`src/rtl/spg_pkg.sv`:
```
// Shared constants, types and the control store of the staircase pattern generator.
package spg_pkg;

   localparam int LEN_BITS = 16;
   localparam int MAX_DIMS = 4;
   localparam int NUM_AXES = 4;

   localparam int DIMS_W  = 3;
   localparam int STEP_W  = 16;
   localparam int VAL_W   = 32;
   localparam int CSR_W   = 32;
   localparam int IDX_W   = 3;
   localparam int SUM_W   = LEN_BITS + 2;
   localparam int PHASE_W = STEP_W + 2;
   localparam int DVS_W   = STEP_W + 2;
   localparam int QUO_W   = VAL_W + 1;
   localparam int DVD_W   = (SUM_W > QUO_W) ? SUM_W : QUO_W;
   localparam int ITER_W  = $clog2(DVD_W + 1);
   localparam int GRAD_W  = QUO_W + 1;
   localparam int PROD_W  = GRAD_W + PHASE_W + 1;
   localparam int ACC_W   = PROD_W + 1;
   localparam int PC_W    = 4;

   typedef enum logic [IDX_W-1:0] {
      REG_NUM_DIMS,
      REG_SIZE_X,
      REG_SIZE_Y,
      REG_SIZE_Z,
      REG_SIZE_W,
      REG_MIN_VALUE,
      REG_MAX_VALUE,
      REG_STEP_SIZE
   } reg_idx_type;

   typedef enum logic [3:0] {
      ACT_NONE,
      ACT_ACCEPT,
      ACT_CLEAR,
      ACT_START_GDIV,
      ACT_LOAD_GRAD,
      ACT_SUM,
      ACT_START_MOD,
      ACT_MULT,
      ACT_ADVANCE,
      ACT_SET_BAD,
      ACT_EMIT
   } act_type;

   typedef enum logic [2:0] {
      COND_NEVER,
      COND_ALWAYS,
      COND_NO_REQ,
      COND_NOT_RESTART,
      COND_BAD,
      COND_DIV_BUSY,
      COND_OUT_FREE
   } cond_type;

   typedef struct packed {
      act_type          act;
      cond_type         cond;
      logic [PC_W-1:0]  target;
   } ctl_type;

   typedef struct packed {
      logic req_valid;
      logic restart;
      logic bad;
      logic div_busy;
      logic out_free;
   } status_type;

   localparam logic [PC_W-1:0] STEP_WAIT      = PC_W'(0);
   localparam logic [PC_W-1:0] STEP_CHECK_RST = PC_W'(1);
   localparam logic [PC_W-1:0] STEP_CLEAR     = PC_W'(2);
   localparam logic [PC_W-1:0] STEP_GDIV      = PC_W'(3);
   localparam logic [PC_W-1:0] STEP_GDIV_WAIT = PC_W'(4);
   localparam logic [PC_W-1:0] STEP_LOAD_GRAD = PC_W'(5);
   localparam logic [PC_W-1:0] STEP_SUM       = PC_W'(6);
   localparam logic [PC_W-1:0] STEP_MOD       = PC_W'(7);
   localparam logic [PC_W-1:0] STEP_MOD_WAIT  = PC_W'(8);
   localparam logic [PC_W-1:0] STEP_MULT      = PC_W'(9);
   localparam logic [PC_W-1:0] STEP_ADVANCE   = PC_W'(10);
   localparam logic [PC_W-1:0] STEP_BAD       = PC_W'(11);
   localparam logic [PC_W-1:0] STEP_EMIT      = PC_W'(12);
   localparam logic [PC_W-1:0] STEP_EMIT_HOLD = PC_W'(13);

   // Control store: action, jump condition, jump target; falls through to pc+1.
   function automatic ctl_type rom_word(input logic [PC_W-1:0] pc);
      ctl_type w;
      w = '{act: ACT_NONE, cond: COND_ALWAYS, target: STEP_WAIT};
      unique case (pc)
         STEP_WAIT:      w = '{ACT_ACCEPT,     COND_NO_REQ,      STEP_WAIT};
         STEP_CHECK_RST: w = '{ACT_NONE,       COND_NOT_RESTART, STEP_SUM};
         STEP_CLEAR:     w = '{ACT_CLEAR,      COND_BAD,         STEP_BAD};
         STEP_GDIV:      w = '{ACT_START_GDIV, COND_NEVER,       STEP_WAIT};
         STEP_GDIV_WAIT: w = '{ACT_NONE,       COND_DIV_BUSY,    STEP_GDIV_WAIT};
         STEP_LOAD_GRAD: w = '{ACT_LOAD_GRAD,  COND_NEVER,       STEP_WAIT};
         STEP_SUM:       w = '{ACT_SUM,        COND_BAD,         STEP_BAD};
         STEP_MOD:       w = '{ACT_START_MOD,  COND_NEVER,       STEP_WAIT};
         STEP_MOD_WAIT:  w = '{ACT_NONE,       COND_DIV_BUSY,    STEP_MOD_WAIT};
         STEP_MULT:      w = '{ACT_MULT,       COND_NEVER,       STEP_WAIT};
         STEP_ADVANCE:   w = '{ACT_ADVANCE,    COND_ALWAYS,      STEP_EMIT};
         STEP_BAD:       w = '{ACT_SET_BAD,    COND_NEVER,       STEP_WAIT};
         STEP_EMIT:      w = '{ACT_EMIT,       COND_OUT_FREE,    STEP_WAIT};
         STEP_EMIT_HOLD: w = '{ACT_NONE,       COND_ALWAYS,      STEP_EMIT};
         default:        w = '{ACT_NONE,       COND_ALWAYS,      STEP_WAIT};
      endcase
      return w;
   endfunction

endpackage

```
`src/rtl/spg_div.sv`:
```
// Shared restoring divider, one quotient bit per cycle.
module spg_div (
   input  logic                          clock,
   input  logic                          reset,
   input  logic                          start,
   input  logic [spg_pkg::DVD_W-1:0]     dividend,
   input  logic [spg_pkg::DVS_W-1:0]     divisor,
   input  logic [spg_pkg::ITER_W-1:0]    iters,
   output logic                          busy,
   output logic [spg_pkg::DVD_W-1:0]     quotient,
   output logic [spg_pkg::DVS_W-1:0]     remainder
);

   logic [spg_pkg::DVD_W-1:0]  qr_ff;
   logic [spg_pkg::DVS_W-1:0]  rem_ff;
   logic [spg_pkg::DVS_W-1:0]  dvs_ff;
   logic [spg_pkg::ITER_W-1:0] cnt_ff;
   logic                       busy_ff;

   logic [spg_pkg::DVS_W:0]    shifted;
   logic [spg_pkg::DVS_W+1:0]  trial;
   logic [spg_pkg::DVS_W-1:0]  rem_in;
   logic                       qbit;

   // Dividend is left aligned; after n steps the quotient sits in the low n bits.
   always_comb begin
      shifted = {rem_ff, qr_ff[spg_pkg::DVD_W-1]};
      trial   = {1'b0, shifted} - {2'b00, dvs_ff};
      qbit    = ~trial[spg_pkg::DVS_W+1];
      rem_in  = qbit ? trial[spg_pkg::DVS_W-1:0] : shifted[spg_pkg::DVS_W-1:0];
   end

   always_ff @(posedge clock) begin
      if (reset) begin
         busy_ff <= 1'b0;
         cnt_ff  <= '0;
      end else if (start) begin
         busy_ff <= 1'b1;
         cnt_ff  <= iters;
      end else if (busy_ff) begin
         cnt_ff <= cnt_ff - spg_pkg::ITER_W'(1);
         if (cnt_ff == spg_pkg::ITER_W'(1)) begin
            busy_ff <= 1'b0;
         end
      end
   end

   always_ff @(posedge clock) begin
      if (start) begin
         qr_ff  <= dividend;
         rem_ff <= '0;
         dvs_ff <= divisor;
      end else if (busy_ff) begin
         qr_ff  <= {qr_ff[spg_pkg::DVD_W-2:0], qbit};
         rem_ff <= rem_in;
      end
   end

   assign busy      = busy_ff;
   assign quotient  = qr_ff;
   assign remainder = rem_ff;

   a_no_restart_busy: assert property (@(posedge clock) disable iff (reset)
      start |-> !busy_ff)
      else $error("divider started while busy");

   a_done_on_last: assert property (@(posedge clock) disable iff (reset)
      $fell(busy_ff) |-> $past(cnt_ff) == spg_pkg::ITER_W'(1))
      else $error("divider finished early");

endmodule

```
`config.mk`:
```
export PLATFORM = sky130hd
export DESIGN_NAME = spg_div
export DESIGN_NICKNAME = d
export VERILOG_FILES = /design/src/rtl/spg_pkg.sv /design/src/rtl/spg_div.sv
export SDC_FILE = /design/constraint.sdc
export NUM_CORES = 1
export LEC_CHECK = 0
export BUFFER_PORTS_ARGS = -buffer_cell sky130_fd_sc_hd__buf_2
export CAP_MARGIN = 20
export CORE_ASPECT_RATIO = 0.6
export CORE_UTILIZATION = 40
export DETAILED_ROUTE_END_ITERATION = 12
export PLACE_DENSITY = 0.66
export SLEW_MARGIN = 5
export SYNTH_ARGS = -nofsm -noshare
export SYNTH_HDL_FRONTEND = slang
export SYNTH_SLANG_ARGS = --single-unit
```
`constraint.sdc`:
```
create_clock -name clock -period 3.3 [get_ports clock]
set_clock_uncertainty 0.05 [all_clocks]
set_input_delay 0.33 -clock clock [delete_from_list [all_inputs] [get_ports clock]]
set_output_delay 0.33 -clock clock [all_outputs]
set_load 0.02 [all_outputs]
```
==> results of run 1 <==
[kinds of logic (layout without fill, tap and decap cells)]
| kind of cell | Yosys count | after routing | share of synthesized area (%) |
|---|---|---|---|
| buffers and inverters | 37 | 153 | 4.256 |
| AND/OR/NAND/NOR | 81 | 81 | 9.308 |
| XOR/XNOR | 20 | 20 | 4.447 |
| flip-flops | 76 | 76 | 51.59 |
| AO/OA/AOI/OAI | 79 | 79 | 13.34 |
| adder cells (fa/ha/maj) | 21 | 21 | 6.862 |
| multiplexers | 36 | 36 | 10.20 |
[per-layer routing]
| metal | wire length, um | global-route usage (%) | vias to the layer above |
|---|---|---|---|
| li1 | - | - | 1512 |
| met1 | 4803 | 28.55 | 1473 |
| met2 | 4352 | 29.10 | 99 |
| met3 | 594 | 5.997 | 5 |
| met4 | 70 | 6.279 | 0 |
| met5 | 0 | 0 | - |
[power by group]
| group | internal (mW) | total, mW | switching [mW] |
|---|---|---|---|
| Combinational | 0.187 | 0.450 | 0.263 |
| Clock | 0.659 | 1.05 | 0.391 |
| Sequential | 1.11 | 1.16 | 0.0497 |
[area by class of cell]
type,instances,area [um2]
repair buffers,115,598.1
well taps,130,162.7
fillers,859,4427
multi-input cells,237,1739
inverters,22,82.58
flip-flops and latches,76,2032
clock inverters,7,91.34
clock buffers,9,225.2
[critical path: stages, from the launching register on]
cell and delay (ns):
edfxtp_1 0.37, inv_1 0.08, ha_1 0.28, o211ai_1 0.22, a21o_1 0.15, a21oi_1 0.12, a31oi_1 0.48, o21ba_1 0.62
buf_4 0.25, a32oi_1 0.10, o21ai_1 0.13
[registers in the layout, indices dropped and copies added (netlist names)]
name and count:
quotient 33, dvs_ff 18, remainder 18, cnt_ff 6
busy 1
[stage by stage]
step           worst slack (ns)  cells  utilization, %
4_1_cts                  0.4035    596           52.69
5_1_grt                  0.1793    596           52.69
3_3_place_gp             0.5573    580           49.31
3_5_place_dp             0.4743    580           49.31
6_report                 0.3624    596           52.69
2_1_floorplan            0.8245    350               -
[cells in the mapped netlist, types with 2 or more instances]
library cell | number | share of area, %
mux2i_1 | 3 | 0.76
a31oi_1 | 3 | 0.48
a21boi_0 | 2 | 0.38
clkbuf_1 | 6 | 0.57
nor2_1 | 24 | 2.3
a311oi_1 | 5 | 1.1
o21ai_0 | 8 | 1.0
xnor2_1 | 14 | 3.1
nor3_1 | 2 | 0.25
xor2_1 | 6 | 1.3
o211ai_1 | 4 | 0.76
dfxtp_1 | 25 | 13
o21ai_1 | 3 | 0.38
edfxtp_1 | 51 | 39
ha_1 | 20 | 6.4
buf_2 | 2 | 0.25
o311ai_1 | 3 | 0.67
a211o_1 | 2 | 0.44
nand4_1 | 2 | 0.32
nand2_1 | 29 | 2.8
nand3_1 | 9 | 1.1
o21a_1 | 3 | 0.57
nand2b_1 | 5 | 0.79
a21o_1 | 4 | 0.76
o31ai_1 | 3 | 0.57
nor2b_1 | 2 | 0.32
a21oi_1 | 26 | 3.3
a211oi_1 | 3 | 0.57
inv_1 | 22 | 2.1
and3_1 | 2 | 0.32
buf_1 | 4 | 0.38
mux2_2 | 33 | 9.4
a32oi_1 | 5 | 1.1
buf_6 | 2 | 0.57
[worst min-delay path by stage]
stage,start,endpoint,slack [ns]
floorplan,reset,busy$_SDFF_PP0_,0.35
global placement,remainder[10]$_SDFFE_PP0P_,remainder[10]$_SDFFE_PP0P_,0.45
detailed placement,divisor[7],dvs_ff[7]$_DFFE_PP_,0.46
CTS,divisor[1],dvs_ff[1]$_DFFE_PP_,0.10
global route,divisor[7],dvs_ff[7]$_DFFE_PP_,0.1
finish,divisor[1],dvs_ff[1]$_DFFE_PP_,0.12
==> reports/qor.yml, run 1 <==
route:
  antenna_left: 0
  num_vias: 3089
  via_per_inst: 5.183
  drc: 0
  wire_per_inst_um: 16.48
  drt-pass1-iter-count: 4
  wirelength_um: 9821
  dr.first_iter.drc_count: 218
yosys:
  syn-num-nets: 431
  avgSynthCellArea_um2: 11.25
  synth_edf_count: 51
  synth-main-ff-cell: "edfxtp_1"
  synth.distinct_cells: 47
  yosysSeqAreaShare_pct: 51.59
  ys_ff_latch: 76
  yosysWarnings: 0
  synth-async-reset-ratio_pct: 0
  synthCells: 350
  syn_area_um2: 3939
placement:
  dpl-instance-area_um2: 4614
  globalplace.congestion: 0.8940
  hpwl_um: 7023
  io_buffers: 111
setup_path:
  critPathLaunchType: "register"
  startpoint: "dvs_ff[2]$_DFFE_PP_"
  path_max_fanout: 15
  r2r-start: "dvs_ff[2]$_DFFE_PP_"
  ff2ff_setup_slack_ns: 0.36
  worstPathRequired_ns: 3.51
  path_class: "register to register"
  critical_path.endpoint_type: "register"
  r2r_end: "remainder[14]$_SDFFE_PP0P_"
  worstSetupEndpoint: "remainder[14]$_SDFFE_PP0P_"
  r2r_cells: 10
  worstPathArrival_ns: 3.15
layout:
  mostFrequentLayoutCells: "111 x buf_2, 51 x edfxtp_1, 33 x mux2_2"
  fin_nets: 542
  area_growth_pct: 25.19
  layout_commonest_cell: "buf_2"
  design_area_um2: 4931
  drive_gt1_share_pct: 36.05
  insertedDiodeCount: 0
clocking:
  cts_sinks: 76
  clk_path_buf_depth: 2
  cts_hold_buf: 0
  cts_made_buffers: 9
  postCtsResizedCells: 0
  cts_post_setup_buffers_inserted: 0
  insertion_delay_ns: 0.34
  htreeDepth: 3
  cts_tree: "yes"
  root_buffer: "clkbuf_16"
  clkSlewWorstSetupHoldPaths_ns: 0.06
timing:
  finalSetupTns_ns: 0
  worst_pin_slew_ns: 0.9949
  relSlewSlack_pct: 33.43
  fin_crit_ns: 2.938
  hold_violations: 0
  fmax_ghz: 0.3404
  rsz0062_at_grt: "no"
  setup_viol: 0
  slew_viol_final: 0
  fin_crit_sh_pct: 89.02
  holdWs_ns: 0.1151
die:
  die_y_um: 78.87
  coreArea_um2: 9358
  die_w_um: 130.1
  initial_core_util_pct: 42.09
  io_pins: 112
  rows: 27
  design.die.area_um2: 10260
run_status:
  outcome: "complete, no violations"
global_routing:
  grt_pass1_vias: 2911
  grt_max_degree: 74
  antenna_found_initial: 0
  grt_pass1_wl_um: 15320
  overflow: 0
  grtUsageTotal_pct: 20.10
power:
  leakage_nw: 2.124
  power.density_nw_per_um2: 538.8
  ir_worst_vdd_v: 0.0002963
  power_mw: 2.657
worst_hold_path:
  whs_path_depth: 1
  hold_path_class: "primary input to register"
flow_run:
  maxCapViolCount: 0
Power figures use the tool's default switching activity.
==> inputs of run 2 (changes only) <==
--- a/config.mk
+++ b/config.mk
@@ -10,6 +10,7 @@
 export CORE_ASPECT_RATIO = 0.6
 export CORE_UTILIZATION = 40
 export DETAILED_ROUTE_END_ITERATION = 12
+export MAX_ROUTING_LAYER = met4
 export PLACE_DENSITY = 0.66
 export SLEW_MARGIN = 5
 export SYNTH_ARGS = -nofsm -noshare
==> run 2 against run 1 <==
- worst setup slack got worse by 0.0080 ns
- sequential share of layout area unchanged
- sequential power barely moved
- design area did not move
- die area did not move
- non-clock buffer count unchanged
- count of clock-buffer cells in the layout unchanged
- worst hold slack lost 0.0022 ns
- routed wire length up 0.31%
- core utilization unchanged
- critical endpoint unchanged
- largest power group unchanged
- highest routed layer unchanged
==> reports/qor.yml, run 2 (synthesis gave the netlist of run 1 again) <==
setup_path:
  path_cells: "inv_1 -> ha_1 -> o211ai_1 -> a21o_1 -> a21oi_1 -> a31oi_1 -> o21ba_1 -> buf_4 -> a32oi_1 -> o21ai_1"
  cp_slowest_stage_delay_ns: 0.61
  critPathLaunchType: "register"
  path_max_fanout: 15
  critical_path.endpoint_type: "register"
  r2r-start: "dvs_ff[2]$_DFFE_PP_"
  worstPathRequired_ns: 3.51
  r2r_end: "remainder[14]$_SDFFE_PP0P_"
  path_buf_inv: 2
  path_class: "register to register"
  r2r_cells: 10
  cp_top_family: "compound AO/OA/AOI/OAI gates"
  worstPathArrival_ns: 3.16
  critPathSlowestCell: "o21ba_1"
  ff2ff_setup_slack_ns: 0.35
route:
  drc: 0
  drt-pass1-iter-count: 5
  via_per_inst: 5.154
  dr.first_iter.drc_count: 208
  num_vias: 3072
  antenna_left: 0
  wire_per_inst_um: 16.53
  wirelength_um: 9851
layout:
  insertedDiodeCount: 0
  layout_commonest_cell: "buf_2"
  instances_no_fill: 596
  drive_gt1_share_pct: 36.05
  fin_nets: 542
  mostFrequentLayoutCells: "111 x buf_2, 51 x edfxtp_1, 33 x mux2_2"
  largest_reg_flops: 33
  area_growth_pct: 25.19
  design_area_um2: 4931
power:
  combPwrFrac_pct: 16.9
  p_sw_mw: 0.7060
  power_mw: 2.660
  leakage_nw: 2.124
  p_int_mw: 1.954
  ir_worst_vdd_v: 0.0002980
  power.density_nw_per_um2: 539.4
  switching_share_pct: 26.55
  power.share.sequential_pct: 43.5
  p_clk_share_pct: 39.6
die:
  die_y_um: 78.87
  design.die.area_um2: 10260
  rows: 27
  io_pins: 112
  die_w_um: 130.1
  initial_core_util_pct: 42.09
  coreArea_um2: 9358
global_routing:
  overflow: 0
  grtUsageTotal_pct: 20.57
  antenna_found_initial: 0
  grt_pass1_vias: 2915
  grt_max_degree: 74
  grt_pass1_wl_um: 15300
timing:
  fin_crit_sh_pct: 89.26
  hold_violations: 0
  setup_ws_ns: 0.3544
  worst_pin_slew_ns: 0.9801
  fmax_ghz: 0.3395
  fin_crit_ns: 2.946
  finalSetupTns_ns: 0
  setup_viol: 0
  slew_viol_final: 0
  relSlewSlack_pct: 34.42
  rsz0062_at_grt: "no"
clocking:
  insertion_delay_ns: 0.34
  htreeDepth: 3
  cts_made_buffers: 9
  root_buffer: "clkbuf_16"
  cts_sinks: 76
  cts_post_setup_buffers_inserted: 0
  cts_hold_buf: 0
  postCtsResizedCells: 0
  clk_path_buf_depth: 2
  cts_tree: "yes"
  clkSlewWorstSetupHoldPaths_ns: 0.06
placement:
  dpl_worst_slack_ns: 0.4743
  post-place-cells: 580
  globalplace.congestion: 0.9091
  io_buffers: 111
  dpl-instance-area_um2: 4614
  hpwl_um: 7023
worst_hold_path:
  hold_path_class: "primary input to register"
  hp-start: "divisor[1]"
  hold_path_end: "dvs_ff[1]$_DFFE_PP_"
  whs_path_depth: 1
run_status:
  outcome: "complete, no violations"
flow_run:
  maxCapViolCount: 0
run 2: power groups by stage:
stage / clock (mW) / combinational (mW) / sequential, mW
after floorplan: 0 / 0.236 / 1.23
after global placement: 0 / 0.440 / 1.17
after detailed placement: 0 / 0.447 / 1.18
after CTS: 1.07 / 0.450 / 1.16
after global routing: 1.11 / 0.491 / 1.17
final: 1.05 / 0.449 / 1.16
run 2: how the worst max path moves through the flow:
stage          cells after the start                       start                         end  slack (ns)
3_3_place_gp                       7  remainder[13]$_SDFFE_PP0P_   remainder[1]$_SDFFE_PP0P_        0.56
3_5_place_dp                       7  remainder[13]$_SDFFE_PP0P_   remainder[4]$_SDFFE_PP0P_        0.47
6_report                          10         dvs_ff[2]$_DFFE_PP_  remainder[14]$_SDFFE_PP0P_        0.35
5_1_grt                           10         dvs_ff[2]$_DFFE_PP_  remainder[14]$_SDFFE_PP0P_        0.18
2_1_floorplan                      9  remainder[12]$_SDFFE_PP0P_  remainder[13]$_SDFFE_PP0P_        0.82
4_1_cts                           10         dvs_ff[4]$_DFFE_PP_  remainder[14]$_SDFFE_PP0P_        0.40
run 2: routing by layer:
layer	track usage, %	up-vias	part of all wire [%]
met5	-	-	0
met4	6.279	0	0.77
met3	5.593	5	5.5
met2	28.99	83	44
met1	28.60	1476	49
li1	-	1508	-
run 2: layout make-up:
type                            instances  area [um2]
Tap cell                              130       162.7
Sequential cell                        76        2032
Fill cell                             859        4427
Multi-Input combinational cell        237        1739
Timing Repair Buffer                  115       598.1
Inverter                               22       82.58
Clock buffer                            9       225.2
Clock inverter                          7       91.34
run 2: per-stage QoR:
stage | utilization [%] | hold WS [ns]
2_1_floorplan | - | 0.3524
3_3_place_gp | 49.31 | 0.4479
3_5_place_dp | 49.31 | 0.4581
4_1_cts | 52.69 | 0.1024
5_1_grt | 52.69 | 0.09993
6_report | 52.69 | 0.1129
