--- src/rtl/spg_pkg.sv ---
// Shared constants, types and the control store of the staircase pattern generator.
package spg_pkg;

   localparam int LEN_BITS = 16;
   localparam int MAX_DIMS = 4;
   localparam int NUM_AXES = 4;

   localparam int DIMS_W  = 3;
   localparam int STEP_W  = 16;
   localparam int VAL_W   = 32;
   localparam int CSR_W   = 32;
   localparam int IDX_W   = 3;
   localparam int SUM_W   = LEN_BITS + 2;
   localparam int PHASE_W = STEP_W + 2;
   localparam int DVS_W   = STEP_W + 2;
   localparam int QUO_W   = VAL_W + 1;
   localparam int DVD_W   = (SUM_W > QUO_W) ? SUM_W : QUO_W;
   localparam int ITER_W  = $clog2(DVD_W + 1);
   localparam int GRAD_W  = QUO_W + 1;
   localparam int PROD_W  = GRAD_W + PHASE_W + 1;
   localparam int ACC_W   = PROD_W + 1;
   localparam int PC_W    = 4;

   typedef enum logic [IDX_W-1:0] {
      REG_NUM_DIMS,
      REG_SIZE_X,
      REG_SIZE_Y,
      REG_SIZE_Z,
      REG_SIZE_W,
      REG_MIN_VALUE,
      REG_MAX_VALUE,
      REG_STEP_SIZE
   } reg_idx_type;

   typedef enum logic [3:0] {
      ACT_NONE,
      ACT_ACCEPT,
      ACT_CLEAR,
      ACT_START_GDIV,
      ACT_LOAD_GRAD,
      ACT_SUM,
      ACT_START_MOD,
      ACT_MULT,
      ACT_ADVANCE,
      ACT_SET_BAD,
      ACT_EMIT
   } act_type;

   typedef enum logic [2:0] {
      COND_NEVER,
      COND_ALWAYS,
      COND_NO_REQ,
      COND_NOT_RESTART,
      COND_BAD,
      COND_DIV_BUSY,
      COND_OUT_FREE
   } cond_type;

   typedef struct packed {
      act_type          act;
      cond_type         cond;
      logic [PC_W-1:0]  target;
   } ctl_type;

   typedef struct packed {
      logic req_valid;
      logic restart;
      logic bad;
      logic div_busy;
      logic out_free;
   } status_type;

   localparam logic [PC_W-1:0] STEP_WAIT      = PC_W'(0);
   localparam logic [PC_W-1:0] STEP_CHECK_RST = PC_W'(1);
   localparam logic [PC_W-1:0] STEP_CLEAR     = PC_W'(2);
   localparam logic [PC_W-1:0] STEP_GDIV      = PC_W'(3);
   localparam logic [PC_W-1:0] STEP_GDIV_WAIT = PC_W'(4);
   localparam logic [PC_W-1:0] STEP_LOAD_GRAD = PC_W'(5);
   localparam logic [PC_W-1:0] STEP_SUM       = PC_W'(6);
   localparam logic [PC_W-1:0] STEP_MOD       = PC_W'(7);
   localparam logic [PC_W-1:0] STEP_MOD_WAIT  = PC_W'(8);
   localparam logic [PC_W-1:0] STEP_MULT      = PC_W'(9);
   localparam logic [PC_W-1:0] STEP_ADVANCE   = PC_W'(10);
   localparam logic [PC_W-1:0] STEP_BAD       = PC_W'(11);
   localparam logic [PC_W-1:0] STEP_EMIT      = PC_W'(12);
   localparam logic [PC_W-1:0] STEP_EMIT_HOLD = PC_W'(13);

   // Control store: action, jump condition, jump target; falls through to pc+1.
   function automatic ctl_type rom_word(input logic [PC_W-1:0] pc);
      ctl_type w;
      w = '{act: ACT_NONE, cond: COND_ALWAYS, target: STEP_WAIT};
      unique case (pc)
         STEP_WAIT:      w = '{ACT_ACCEPT,     COND_NO_REQ,      STEP_WAIT};
         STEP_CHECK_RST: w = '{ACT_NONE,       COND_NOT_RESTART, STEP_SUM};
         STEP_CLEAR:     w = '{ACT_CLEAR,      COND_BAD,         STEP_BAD};
         STEP_GDIV:      w = '{ACT_START_GDIV, COND_NEVER,       STEP_WAIT};
         STEP_GDIV_WAIT: w = '{ACT_NONE,       COND_DIV_BUSY,    STEP_GDIV_WAIT};
         STEP_LOAD_GRAD: w = '{ACT_LOAD_GRAD,  COND_NEVER,       STEP_WAIT};
         STEP_SUM:       w = '{ACT_SUM,        COND_BAD,         STEP_BAD};
         STEP_MOD:       w = '{ACT_START_MOD,  COND_NEVER,       STEP_WAIT};
         STEP_MOD_WAIT:  w = '{ACT_NONE,       COND_DIV_BUSY,    STEP_MOD_WAIT};
         STEP_MULT:      w = '{ACT_MULT,       COND_NEVER,       STEP_WAIT};
         STEP_ADVANCE:   w = '{ACT_ADVANCE,    COND_ALWAYS,      STEP_EMIT};
         STEP_BAD:       w = '{ACT_SET_BAD,    COND_NEVER,       STEP_WAIT};
         STEP_EMIT:      w = '{ACT_EMIT,       COND_OUT_FREE,    STEP_WAIT};
         STEP_EMIT_HOLD: w = '{ACT_NONE,       COND_ALWAYS,      STEP_EMIT};
         default:        w = '{ACT_NONE,       COND_ALWAYS,      STEP_WAIT};
      endcase
      return w;
   endfunction

endpackage

--- src/rtl/spg_seq.sv ---
// Microcode sequencer: step counter, control store lookup and conditional jumps.
module spg_seq (
   input  logic                 clock,
   input  logic                 reset,
   input  spg_pkg::status_type  status,
   output spg_pkg::ctl_type     ctl
);

   logic [spg_pkg::PC_W-1:0] pc_ff;
   logic [spg_pkg::PC_W-1:0] pc_in;
   spg_pkg::ctl_type         word;
   logic                     taken;

   always_comb begin
      word = spg_pkg::rom_word(pc_ff);
      unique case (word.cond)
         spg_pkg::COND_NEVER:       taken = 1'b0;
         spg_pkg::COND_ALWAYS:      taken = 1'b1;
         spg_pkg::COND_NO_REQ:      taken = !status.req_valid;
         spg_pkg::COND_NOT_RESTART: taken = !status.restart;
         spg_pkg::COND_BAD:         taken = status.bad;
         spg_pkg::COND_DIV_BUSY:    taken = status.div_busy;
         spg_pkg::COND_OUT_FREE:    taken = status.out_free;
         default:                   taken = 1'b1;
      endcase
      pc_in = taken ? word.target : pc_ff + spg_pkg::PC_W'(1);
   end

   always_ff @(posedge clock) begin
      if (reset) begin
         pc_ff <= spg_pkg::STEP_WAIT;
      end else begin
         pc_ff <= pc_in;
      end
   end

   assign ctl = word;

   a_idle_holds: assert property (@(posedge clock) disable iff (reset)
      (pc_ff == spg_pkg::STEP_WAIT && !status.req_valid) |=> pc_ff == spg_pkg::STEP_WAIT)
      else $error("sequencer left idle without a request");

endmodule

--- config.mk ---
export PLATFORM = sky130hd
export DESIGN_NAME = spg_seq
export DESIGN_NICKNAME = d
export VERILOG_FILES = /design/src/rtl/spg_pkg.sv /design/src/rtl/spg_seq.sv
export SDC_FILE = /design/constraint.sdc
export NUM_CORES = 1
export LEC_CHECK = 0
export ABC_AREA = 1
export BUFFER_PORTS_ARGS = -buffer_cell sky130_fd_sc_hd__buf_2
export CAP_MARGIN = 20
export CORE_MARGIN = 3
export CORE_UTILIZATION = 40
export DETAILED_ROUTE_END_ITERATION = 12
export GPL_TIMING_DRIVEN = 0
export MAX_ROUTING_LAYER = met4
export PLACE_DENSITY_LB_ADDON = 0.12
export SLEW_MARGIN = 20
export SYNTH_ARGS = -nofsm -noshare
export SYNTH_HDL_FRONTEND = slang
export SYNTH_SLANG_ARGS = --single-unit
--- constraint.sdc ---
create_clock -name clock -period 4.7 [get_ports clock]
set_clock_uncertainty 0.1 [all_clocks]
set_input_delay 0.47 -clock clock [delete_from_list [all_inputs] [get_ports clock]]
set_output_delay 0.47 -clock clock [all_outputs]
set_load 0.01 [all_outputs]
==> impl_metrics.env, run 1 <==
export IMPL_status="finished, final reports clean"
export IMPL_ant_nets=0
export IMPL_initial_utilization_pct=45.0
export IMPL_pwr_share_seq_pct=30.0
export IMPL_crit_slowest_cell="dfxtp_1"
export IMPL_cts_setup_buffers=0
export IMPL_endpoint_kind="register"
export IMPL_syn2layout_area_growth_pct=17.4
export IMPL_drv_slew=0
export IMPL_path_common_cell="nand2_1"
export IMPL_worstSetupStartpointType="register"
export IMPL_drt_iter0_markers=30
export IMPL_power_density_nw_per_um2=766
export IMPL_avgSynthCellArea_sq_um=7.07
export IMPL_hp_class="input port to register"
export IMPL_routedWlPerCell_um=10.3
export IMPL_synth_xor_area_share_pct=2.12
export IMPL_clk_pin_slew_ns=0.08
export IMPL_num_io_pins=18
export IMPL_wl_um=1670
export IMPL_drcViolationCount=0
export IMPL_track_usage_pct=14.6
export IMPL_ctsResizeCount=0
export IMPL_drive_gt1_share_pct=23.2
export IMPL_root_buffer="clkbuf_4"
export IMPL_insertion_delay_ns=0.28
export IMPL_via_per_inst=4.77
export IMPL_finalSetupTns_ns=0
export IMPL_p_comb_share_pct=60.5
export IMPL_r2r_slack_ns=2.69
export IMPL_power_mw=0.744
export IMPL_grt_pass1_wl_um=2800
export IMPL_worst_slew_pin_transition_ns=0.294
export IMPL_internal_power_mw=0.387
export IMPL_die_y_um=51.5
export IMPL_synthMuxAreaShare_pct=0
export IMPL_finalNetCount=152
export IMPL_peakVddDrop_v=0.000324
export IMPL_die_x_um=51.5
export IMPL_cts_buffers_inserted=3
export IMPL_hpwl_um=1360
export IMPL_finalHoldViolations=0
export IMPL_p_switching_mw=0.357
export IMPL_fin_util_pct=52.8
export IMPL_period_needed_ns=2.01
export IMPL_path_class="register to register"
export IMPL_cp_slowest_stage_delay_ns=0.41
export IMPL_synth_compound_area_share_pct=3.03
export IMPL_crit_chain="nand2_1 -> nand2_1 -> nand3_2 -> nand2_2 -> nand2_1 -> nand3_1 -> inv_1 -> ha_1 -> nand2_1 -> nand2_1 -> nand2_1 -> nand2_1"
export IMPL_rsz0062_at_grt="no"
export IMPL_synth_simple_area_share_pct=38.0
export IMPL_grt_overflow=0
export IMPL_fin_crit_sh_pct=42.8
export IMPL_num_rows=15
export IMPL_clkSinkCount=15
export IMPL_ys_seq_area_share_pct=36.3
export IMPL_fillers=204
export IMPL_die_area_sq_um=2650
export IMPL_synthAdderAreaFrac_pct=9.08
export IMPL_vias=778
export IMPL_setup_viol=0
export IMPL_antenna_found_initial=0
export IMPL_syn_area_sq_um=827
export IMPL_first_pass_iters=4
export IMPL_cts_tree="built"
export IMPL_max_freq_ghz=0.497
export IMPL_htree_levels=1
export IMPL_port_buffers=17
export IMPL_synth_top_family_by_area="simple AND/OR/NAND/NOR gates"
export IMPL_grt_max_degree=11
export IMPL_relSlewSlack_pct=80.3
export IMPL_n_antenna_cell=0
export IMPL_worst_ep_required_time_ns=4.78
export IMPL_syn_inst=117
export IMPL_gp_congestion=0.822
export IMPL_clk_path_buf_depth=2
export IMPL_p_clk_share_pct=9.4
export IMPL_core_area_sq_um=1840
export IMPL_ys_ff_latch=15
export IMPL_maxCapViolCount=0
export IMPL_synth_lib_cells_used_distinct=19
export IMPL_p_leak_nw=0.580
export IMPL_cp_max_fo=6
export IMPL_syn_nets=130
export IMPL_worstPathArrival_ns=2.09
export IMPL_yosysWarnings=0
export IMPL_swShare_pct=48.0
export IMPL_holdBufCountCts=0
export IMPL_grt_pass1_vias=707
## worst paths after layout
kind | to | from | cells after the start
worst max-delay path | ctl[2]$_DFF_P_ | ctl[5]$_DFF_P_ | 12
worst min-delay path | pc_ff[2]$_SDFF_PP0_ | reset | 4
worst max register to register | ctl[2]$_DFF_P_ | ctl[5]$_DFF_P_ | 12
worst min register to register | ctl[10]$_SDFF_PN0_ | ctl[3]$_DFF_P_ | 6
## layout by cell type (no fill, tap or decap), drive strengths merged
master / count
a21oi: 1
dfxtp: 15
nand3b: 3
xnor2: 1
ha: 6
inv: 21
clkinv: 1
nand2: 39
buf: 19
nand3: 20
nor2: 3
o21ai: 4
clkbuf: 3
xor2: 1
nand2b: 1
## registers in the layout, summed over array words and instances (netlist names)
signal	cells
pc_ff	4
ctl	11
## cell families after synthesis
group           count (synthesis)
fa+ha+maj                       6
flops                          15
buf+inv                        23
compound gates                  5
xor+xnor                        2
simple gates                   66
## worst max-delay path, delay by kind of cell (launching register included)
kind                       cells  cell delay [ns]
adders and majority gates      1             0.22
DFF                            1             0.41
and+or+nand+nor               10             1.06
buffers and inverters          1             0.14
## cell usage after synthesis (all sizes together)
master	instances	area (sq um)
ha	6	75.1
nor2	3	13.8
nand2	39	156
buf	2	16.3
nand3b	3	22.5
a21oi	1	5.00
nand2b	1	6.26
nand3	20	115
o21ai	4	20.0
dfxtp	15	300
inv	21	78.8
xor2	1	8.76
xnor2	1	8.76
## layer usage
layer	vias up	wire length, um	GRT usage, %
met4	0	31	7.86
met5	-	0	-
met3	4	99	2.62
met2	19	778	24.6
met1	351	762	16.3
li1	404	-	-
## power by group through the flow
| stage | Combinational (mW) | Sequential (mW) | Clock [mW] |
|---|---|---|---|
| final | 0.450 | 0.223 | 0.0703 |
| after floorplan | 0.318 | 0.243 | 0 |
| after CTS | 0.457 | 0.223 | 0.0721 |
| after global placement | 0.447 | 0.223 | 0 |
| after detailed placement | 0.454 | 0.226 | 0 |
| after global routing | 0.522 | 0.231 | 0.0813 |
## through the flow
stage	hold slack, ns	setup slack [ns]	instances	instance area [sq um]
3_3_place_gp	0.566	2.54	159	943
4_1_cts	0.507	2.68	163	971
6_report	0.515	2.69	163	971
5_1_grt	0.530	2.47	163	971
2_1_floorplan	0.533	2.87	117	827
3_5_place_dp	0.579	2.52	159	943
## area by class of cell
cell class              instances  area (sq um)  area share, %
well taps                      25          31.3           3.22
repair buffers                 17          85.1           8.76
inverters                      21          78.8           8.12
plain buffers                   2          16.3           1.68
clock inverters                 1          5.00          0.515
multi-input cells              79           432           44.5
clock buffers                   3          22.5           2.32
flip-flops and latches         15           300           30.9
Power figures use the tool's default switching activity.
==> run 2, diff against run 1 <==
ABC_AREA = 0   (was 1)
clock period = 2 ns   (was 4.7 ns; I/O delays follow)
==> run 2 against run 1 <==
The run now ends with setup timing left. Non-clock buffer count is 16 higher. Final cell count increased by 6.7%. Cell area grew 44%. Wire length up 50%. Via count is 18% higher. Register-to-register slack got worse by 2.9 ns. Sequential share of layout area down 8.9 points. Largest cell class unchanged. Largest power group unchanged. Highest routed layer unchanged.
==> impl_metrics.env, run 2 <==
export IMPL_p_switching_mw=1.06
export IMPL_violations="setup timing"
export IMPL_vias=917
export IMPL_cp_slowest_stage_delay_ns=0.38
export IMPL_n_antenna_cell=0
export IMPL_drcViolationCount=0
export IMPL_hp_class="input port to register"
export IMPL_drive_gt1_share_pct=45.9
export IMPL_ys_async_sr_fraction_pct=0
export IMPL_power_density_nw_per_um2=1760
export IMPL_largest_register_ff_count=11
export IMPL_grt_overflow=0
export IMPL_syn_nets=123
export IMPL_layout_commonest_cell="buf_2"
export IMPL_clk_pin_slew_ns=0.10
export IMPL_finalNetCount=160
export IMPL_cp_max_fo=6
export IMPL_synth_lib_cells_used_distinct=40
export IMPL_pwr_share_seq_pct=22.5
export IMPL_setup_slack_ns=-0.253
export IMPL_internal_power_mw=1.41
export IMPL_p_comb_share_pct=70.2
export IMPL_relSlewSlack_pct=58.2
export IMPL_path_class="register to register"
export IMPL_cts_buffers_inserted=3
export IMPL_setup_viol=11
export IMPL_first_pass_iters=4
export IMPL_crit_slowest_cell="dfxtp_4"
export IMPL_syn_area_sq_um=995
export IMPL_peakVddDrop_v=0.000962
export IMPL_num_io_pins=18
export IMPL_initial_utilization_pct=43.7
export IMPL_p_leak_nw=0.590
export IMPL_yosysMostFrequentCell="dfxtp_1"
export IMPL_die_area_sq_um=3120
export IMPL_gp_congestion=0.800
export IMPL_place_area_sq_um=1140
export IMPL_ys_ff_latch=15
export IMPL_yosysWarnings=0
export IMPL_core_area_sq_um=2280
export IMPL_wl_um=2500
export IMPL_fillers=197
export IMPL_netlist_top_cells_count="dfxtp_1, nand2_1, nor2_1"
export IMPL_status="finished, violations left"
export IMPL_clkSinkCount=15
export IMPL_grt_pass1_wl_um=4020
export IMPL_worstSetupStartpointType="register"
export IMPL_stdcell_area_sq_um=1400
export IMPL_synth_top_area_share_pct=30.2
export IMPL_finalHoldViolations=0
export IMPL_syn2layout_area_growth_pct=40.8
export IMPL_worst_ep_required_time_ns=2.09
export IMPL_cts_tree="built"
export IMPL_antenna_found_initial=0
export IMPL_die_x_um=55.9
export IMPL_synth_area_leaders="dfxtp_1, ha_1, mux2i_1"
export IMPL_port_buffers=17
export IMPL_fin_crit_sh_pct=113
export IMPL_avgSynthCellArea_sq_um=9.04
export IMPL_max_freq_ghz=0.444
export IMPL_ant_nets=0
export IMPL_ys_flop_type="dfxtp_1"
export IMPL_period_needed_ns=2.25
export IMPL_die_y_um=55.9
export IMPL_syn_inst=110
export IMPL_p_clk_share_pct=7.3
export IMPL_drv_slew=0
export IMPL_fin_util_pct=61.5
export IMPL_hpwl_um=1670
export IMPL_yosysTopAreaCell="dfxtp_1"
export IMPL_drt_iter0_markers=20
export IMPL_num_rows=17
export IMPL_via_per_inst=5.27
export IMPL_grt_pass1_vias=858
export IMPL_clk_path_buf_depth=2
export IMPL_routedWlPerCell_um=14.4
export IMPL_htree_levels=1
export IMPL_root_buffer="clkbuf_4"
export IMPL_grt_max_degree=11
export IMPL_holdBufCountCts=0
export IMPL_endpoint_kind="register"
export IMPL_ys_seq_area_share_pct=30.2
export IMPL_insertion_delay_ns=0.29
export IMPL_swShare_pct=42.9
export IMPL_worstPathArrival_ns=2.34
export IMPL_maxCapViolCount=0
export IMPL_worst_slew_pin_transition_ns=0.627
export IMPL_synth_edf_count=0
export IMPL_rsz0062_at_grt="yes"
export IMPL_crit_chain="nor2b_4 -> o22a_1 -> o211ai_4 -> buf_6 -> nor2_4 -> a211oi_4 -> inv_2 -> ha_4 -> inv_4 -> nor3_1 -> a221o_1"
export IMPL_final_cell_mix="buf_2, buf_4, dfxtp_1, nand2_1, nor2_1"
export IMPL_track_usage_pct=16.9
-- run 2: changes by cell type after synthesis, moves of 3 or more --
cell | previous run | this run
nand2_1 | 35 | 10
inv_1 | 20 | 5
nand3_1 | 17 | 4
nor2_1 | 2 | 9
mux2i_1 | 0 | 6
nand2b_1 | 1 | 7
nor2b_1 | 0 | 5
nand2_2 | 4 | 0
nor3b_1 | 0 | 4
nand3_2 | 3 | 0
nand3b_1 | 3 | 0
o22ai_1 | 0 | 3
xnor2_1 | 1 | 4
-- run 2: repair_timing --
action / 4_1_cts / 5_1_grt
pin swaps: 7 / 1
resized for setup: 15 / 7
setup buffers: 14 / 2
endpoints found under the setup margin: 11 / 11
-- run 2: power by group through the flow --
stage | logic [mW] | clock network [mW] | registers [mW]
global route | 1.87 | 0.201 | 0.571
detailed placement | 1.21 | 0 | 0.544
global placement | 1.20 | 0 | 0.536
CTS | 1.62 | 0.186 | 0.544
floorplan | 0.919 | 0 | 0.560
finish | 1.73 | 0.181 | 0.555
-- run 2: worst max-delay path: cells and delay by family, from the launching register on --
family                     cells  cell delay (ns)
adders and majority gates      1             0.20
DFF                            1             0.38
AOI/OAI and AO/OA              4             0.91
and+or+nand+nor                3             0.21
buffers and inverters          3             0.34
-- run 2: metal layers --
layer  up-vias  GRT usage, %  wire [um]
li1        464             -          -
met1       425          21.0       1140
met3         5          3.71        115
met4         0          5.08         37
met5         -             -          0
met2        23          27.5       1210
-- run 2: layout make-up --
| cell class | instances | area, sq um | share of cell area [%] |
|---|---|---|---|
| Sequential cell | 15 | 309 | 22.1 |
| Clock buffer | 3 | 22.5 | 1.61 |
| Clock inverter | 1 | 5.00 | 0.357 |
| Tap cell | 28 | 35.0 | 2.50 |
| Timing Repair Buffer | 32 | 201 | 14.4 |
| Multi-Input combinational cell | 86 | 777 | 55.5 |
| Inverter | 6 | 30.0 | 2.14 |
| Buffer | 3 | 20.0 | 1.43 |
-- run 2: cells by family (layout without fill, tap and decap cells) --
| logic type | after synthesis | in the layout | share of synthesized area, % |
|---|---|---|---|
| and+or+nand+nor | 45 | 45 | 24.3 |
| AOI/OAI and AO/OA | 21 | 21 | 18.9 |
| DFF | 15 | 15 | 30.2 |
| muxes | 10 | 10 | 11.1 |
| buffers and inverters | 9 | 45 | 4.53 |
| adders and majority gates | 6 | 6 | 7.55 |
| xor gates and xnor gates | 4 | 4 | 3.52 |
-- run 2: worst paths after layout --
check / depth (start not counted) / slack, ns / to / from
worst max-delay path: 11 / -0.25 / ctl[2]$_DFF_P_ / ctl[5]$_DFF_P_
worst min-delay path: 3 / 0.24 / ctl[9]$_DFF_P_ / reset
worst min register to register: 1 / 0.46 / pc_ff[0]$_SDFF_PP0_ / pc_ff[0]$_SDFF_PP0_
worst max register to register: 11 / -0.25 / ctl[2]$_DFF_P_ / ctl[5]$_DFF_P_
-- run 2: metrics by stage --
step / TNS (ns) / hold WS [ns] / setup WS (ns) / power [mW] / std cells
after floorplan: -1.93 / 0.323 / -0.295 / 1.48 / 110
after global placement: -3.71 / 0.465 / -0.477 / 1.73 / 155
final: -1.78 / 0.239 / -0.253 / 2.47 / 174
after global routing: -2.85 / 0.246 / -0.337 / 2.64 / 174
after detailed placement: -4.00 / 0.483 / -0.493 / 1.75 / 155
after CTS: -1.72 / 0.220 / -0.238 / 2.35 / 173
==> run 3, diff against run 2 <==
BUFFER_PORTS_ARGS = -buffer_cell sky130_fd_sc_hd__buf_4   (was -buffer_cell sky130_fd_sc_hd__buf_2)
==> run 3 against run 2 <==
The run still ends with setup timing left. Critical path depth is the same. Maximum frequency shrank 0.81%. Global-route usage grew 0.75 points. Utilization grew 4.6 points. Flip-flop and latch count is the same. Power grew 8.4%. Sequential power grew 2%. Final cell count grew 0.57%. Critical endpoint unchanged.
==> impl_metrics.env, run 3 (same netlist as run 2, synthesis figures left out) <==
export IMPL_gp_congestion=0.827
export IMPL_path_class="register to register"
export IMPL_clk_path_buf_depth=2
export IMPL_syn2layout_area_growth_pct=51.2
export IMPL_largest_register_ff_count=11
export IMPL_power_mw=2.67
export IMPL_crit_slowest_cell="dfxtp_4"
export IMPL_worstPathArrival_ns=2.38
export IMPL_worst_ep_required_time_ns=2.11
export IMPL_reg2reg_depth=11
export IMPL_setup_viol=11
export IMPL_power_density_nw_per_um2=1780
export IMPL_endpoint_kind="register"
export IMPL_grt_max_degree=11
export IMPL_final_cell_mix="buf_4, dfxtp_1, nand2_1, buf_6, nand2b_1"
export IMPL_via_per_inst=5.54
export IMPL_fillers=170
export IMPL_r2r_slack_ns=-0.27
export IMPL_path_buf_inv=4
export IMPL_hpwl_um=1630
export IMPL_num_io_pins=18
export IMPL_status="finished, violations left"
export IMPL_fin_crit_sh_pct=114
export IMPL_relSlewSlack_pct=54.1
export IMPL_finalNetCount=161
export IMPL_insertion_delay_ns=0.30
export IMPL_die_area_sq_um=3120
export IMPL_drcViolationCount=0
export IMPL_vias=969
export IMPL_r2r_end="ctl[2]$_DFF_P_"
export IMPL_first_pass_iters=4
export IMPL_fin_util_pct=66.1
export IMPL_num_rows=17
export IMPL_clk_pin_slew_ns=0.10
export IMPL_cp_endpoint="ctl[2]$_DFF_P_"
export IMPL_clkSinkCount=15
export IMPL_drv_slew=0
export IMPL_ant_nets=0
export IMPL_setup_slack_ns=-0.271
export IMPL_period_needed_ns=2.27
export IMPL_path_common_cell="inv_2"
export IMPL_core_area_sq_um=2280
export IMPL_max_freq_ghz=0.440
export IMPL_maxCapViolCount=0
export IMPL_routedWlPerCell_um=16.3
export IMPL_grt_pass1_vias=899
export IMPL_crit_start="ctl[5]$_DFF_P_"
export IMPL_cp_max_fo=6
export IMPL_holdBufCountCts=0
export IMPL_initial_utilization_pct=43.7
export IMPL_track_usage_pct=17.7
export IMPL_drive_gt1_share_pct=49.0
export IMPL_cpLargestDelayFamily="compound AO/OA/AOI/OAI gates"
export IMPL_wl_um=2840
export IMPL_violations="setup timing"
export IMPL_die_x_um=55.9
export IMPL_antenna_found_initial=0
export IMPL_rsz0062_at_grt="yes"
export IMPL_cts_tree="built"
export IMPL_root_buffer="clkbuf_4"
export IMPL_die_y_um=55.9
export IMPL_p_leak_nw=0.615
export IMPL_crit_chain="nor3b_4 -> o21ai_2 -> o211ai_4 -> buf_6 -> buf_12 -> a211oi_4 -> inv_2 -> ha_4 -> inv_2 -> nor3_1 -> a221o_1"
export IMPL_n_antenna_cell=0
export IMPL_drt_iter0_markers=31
export IMPL_hp_class="input port to register"
export IMPL_cts_buffers_inserted=3
export IMPL_worst_slew_pin_transition_ns=0.689
export IMPL_peakVddDrop_v=0.00104
export IMPL_grt_pass1_wl_um=4200
export IMPL_timing_rr_start="ctl[5]$_DFF_P_"
export IMPL_cp_slowest_stage_delay_ns=0.38
export IMPL_layout_commonest_cell="buf_4"
export IMPL_htree_levels=1
export IMPL_port_buffers=17
export IMPL_finalHoldViolations=0
export IMPL_hold_slack_ns=0.280
export IMPL_grt_overflow=0
export IMPL_worstSetupStartpointType="register"
export IMPL_path_depth=11
[run 3: changes by cell type in the layout (fill, tap and decap cells not counted), moves of 2 or more]
| cell | previous run | this run |
|---|---|---|
| buf_4 | 14 | 28 |
| buf_6 | 2 | 6 |
| nor2_1 | 8 | 5 |
| buf_2 | 18 | 0 |
| nor2_2 | 0 | 2 |
[run 3: layer usage]
| metal | global-route usage [%] | up-vias | part of all wire, % |
|---|---|---|---|
| li1 | - | 468 | - |
| met4 | 9.49 | 0 | 3.7 |
| met3 | 3.94 | 10 | 6.0 |
| met1 | 20.2 | 460 | 40 |
| met2 | 28.7 | 31 | 50 |
| met5 | - | - | 0 |
[run 3: area by class of cell]
class                   instances  area [sq um]  area share [%]
inverters                       6          27.5            1.83
clock buffers                   3          22.5            1.50
multi-input cells              86           806            53.6
repair buffers                 33           279            18.6
flip-flops and latches         15           307            20.4
clock inverters                 1          5.00           0.333
plain buffers                   3          22.5            1.50
well taps                      28          35.0            2.33
[run 3: worst min-delay path by stage]
stage	from	to	slack (ns)	cells after the start
finish	reset	ctl[9]$_DFF_P_	0.28	4
global route	reset	ctl[9]$_DFF_P_	0.29	4
CTS	reset	ctl[9]$_DFF_P_	0.19	3
detailed placement	ctl[0]$_SDFF_PP0_	pc_ff[0]$_SDFF_PP0_	0.49	2
global placement	ctl[0]$_SDFF_PP0_	pc_ff[0]$_SDFF_PP0_	0.46	2
floorplan	reset	ctl[9]$_DFF_P_	0.32	2
[run 3: metrics by stage]
step / area [sq um] / setup TNS (ns) / setup WS, ns / cells
3_3_place_gp: 1190 / -3.78 / -0.483 / 155
3_5_place_dp: 1190 / -3.98 / -0.495 / 155
6_report: 1500 / -2.11 / -0.271 / 175
5_1_grt: 1500 / -3.16 / -0.358 / 175
4_1_cts: 1390 / -1.48 / -0.209 / 173
2_1_floorplan: 1020 / -1.93 / -0.295 / 110
[run 3: report_power, final]
group          leakage (nW)  total [mW]  internal, mW  switching (mW)
Combinational         0.473        1.92          1.02           0.903
Sequential            0.124       0.568         0.426           0.141
Clock                0.0177       0.182        0.0747           0.107
Total                 0.615        2.67          1.52            1.15
[run 3: worst min-delay path: stages]
cell	delay, ns
buf_4	0.13
nand2b_4	0.14
buf_4	0.10
o32ai_1	0.07
[run 3: timing repair]
item,CTS,global route
hold endpoints to repair,0,0
setup buffers,14,3
resized for setup,10,23
pin swaps,6,11
setup endpoints to repair,11,12
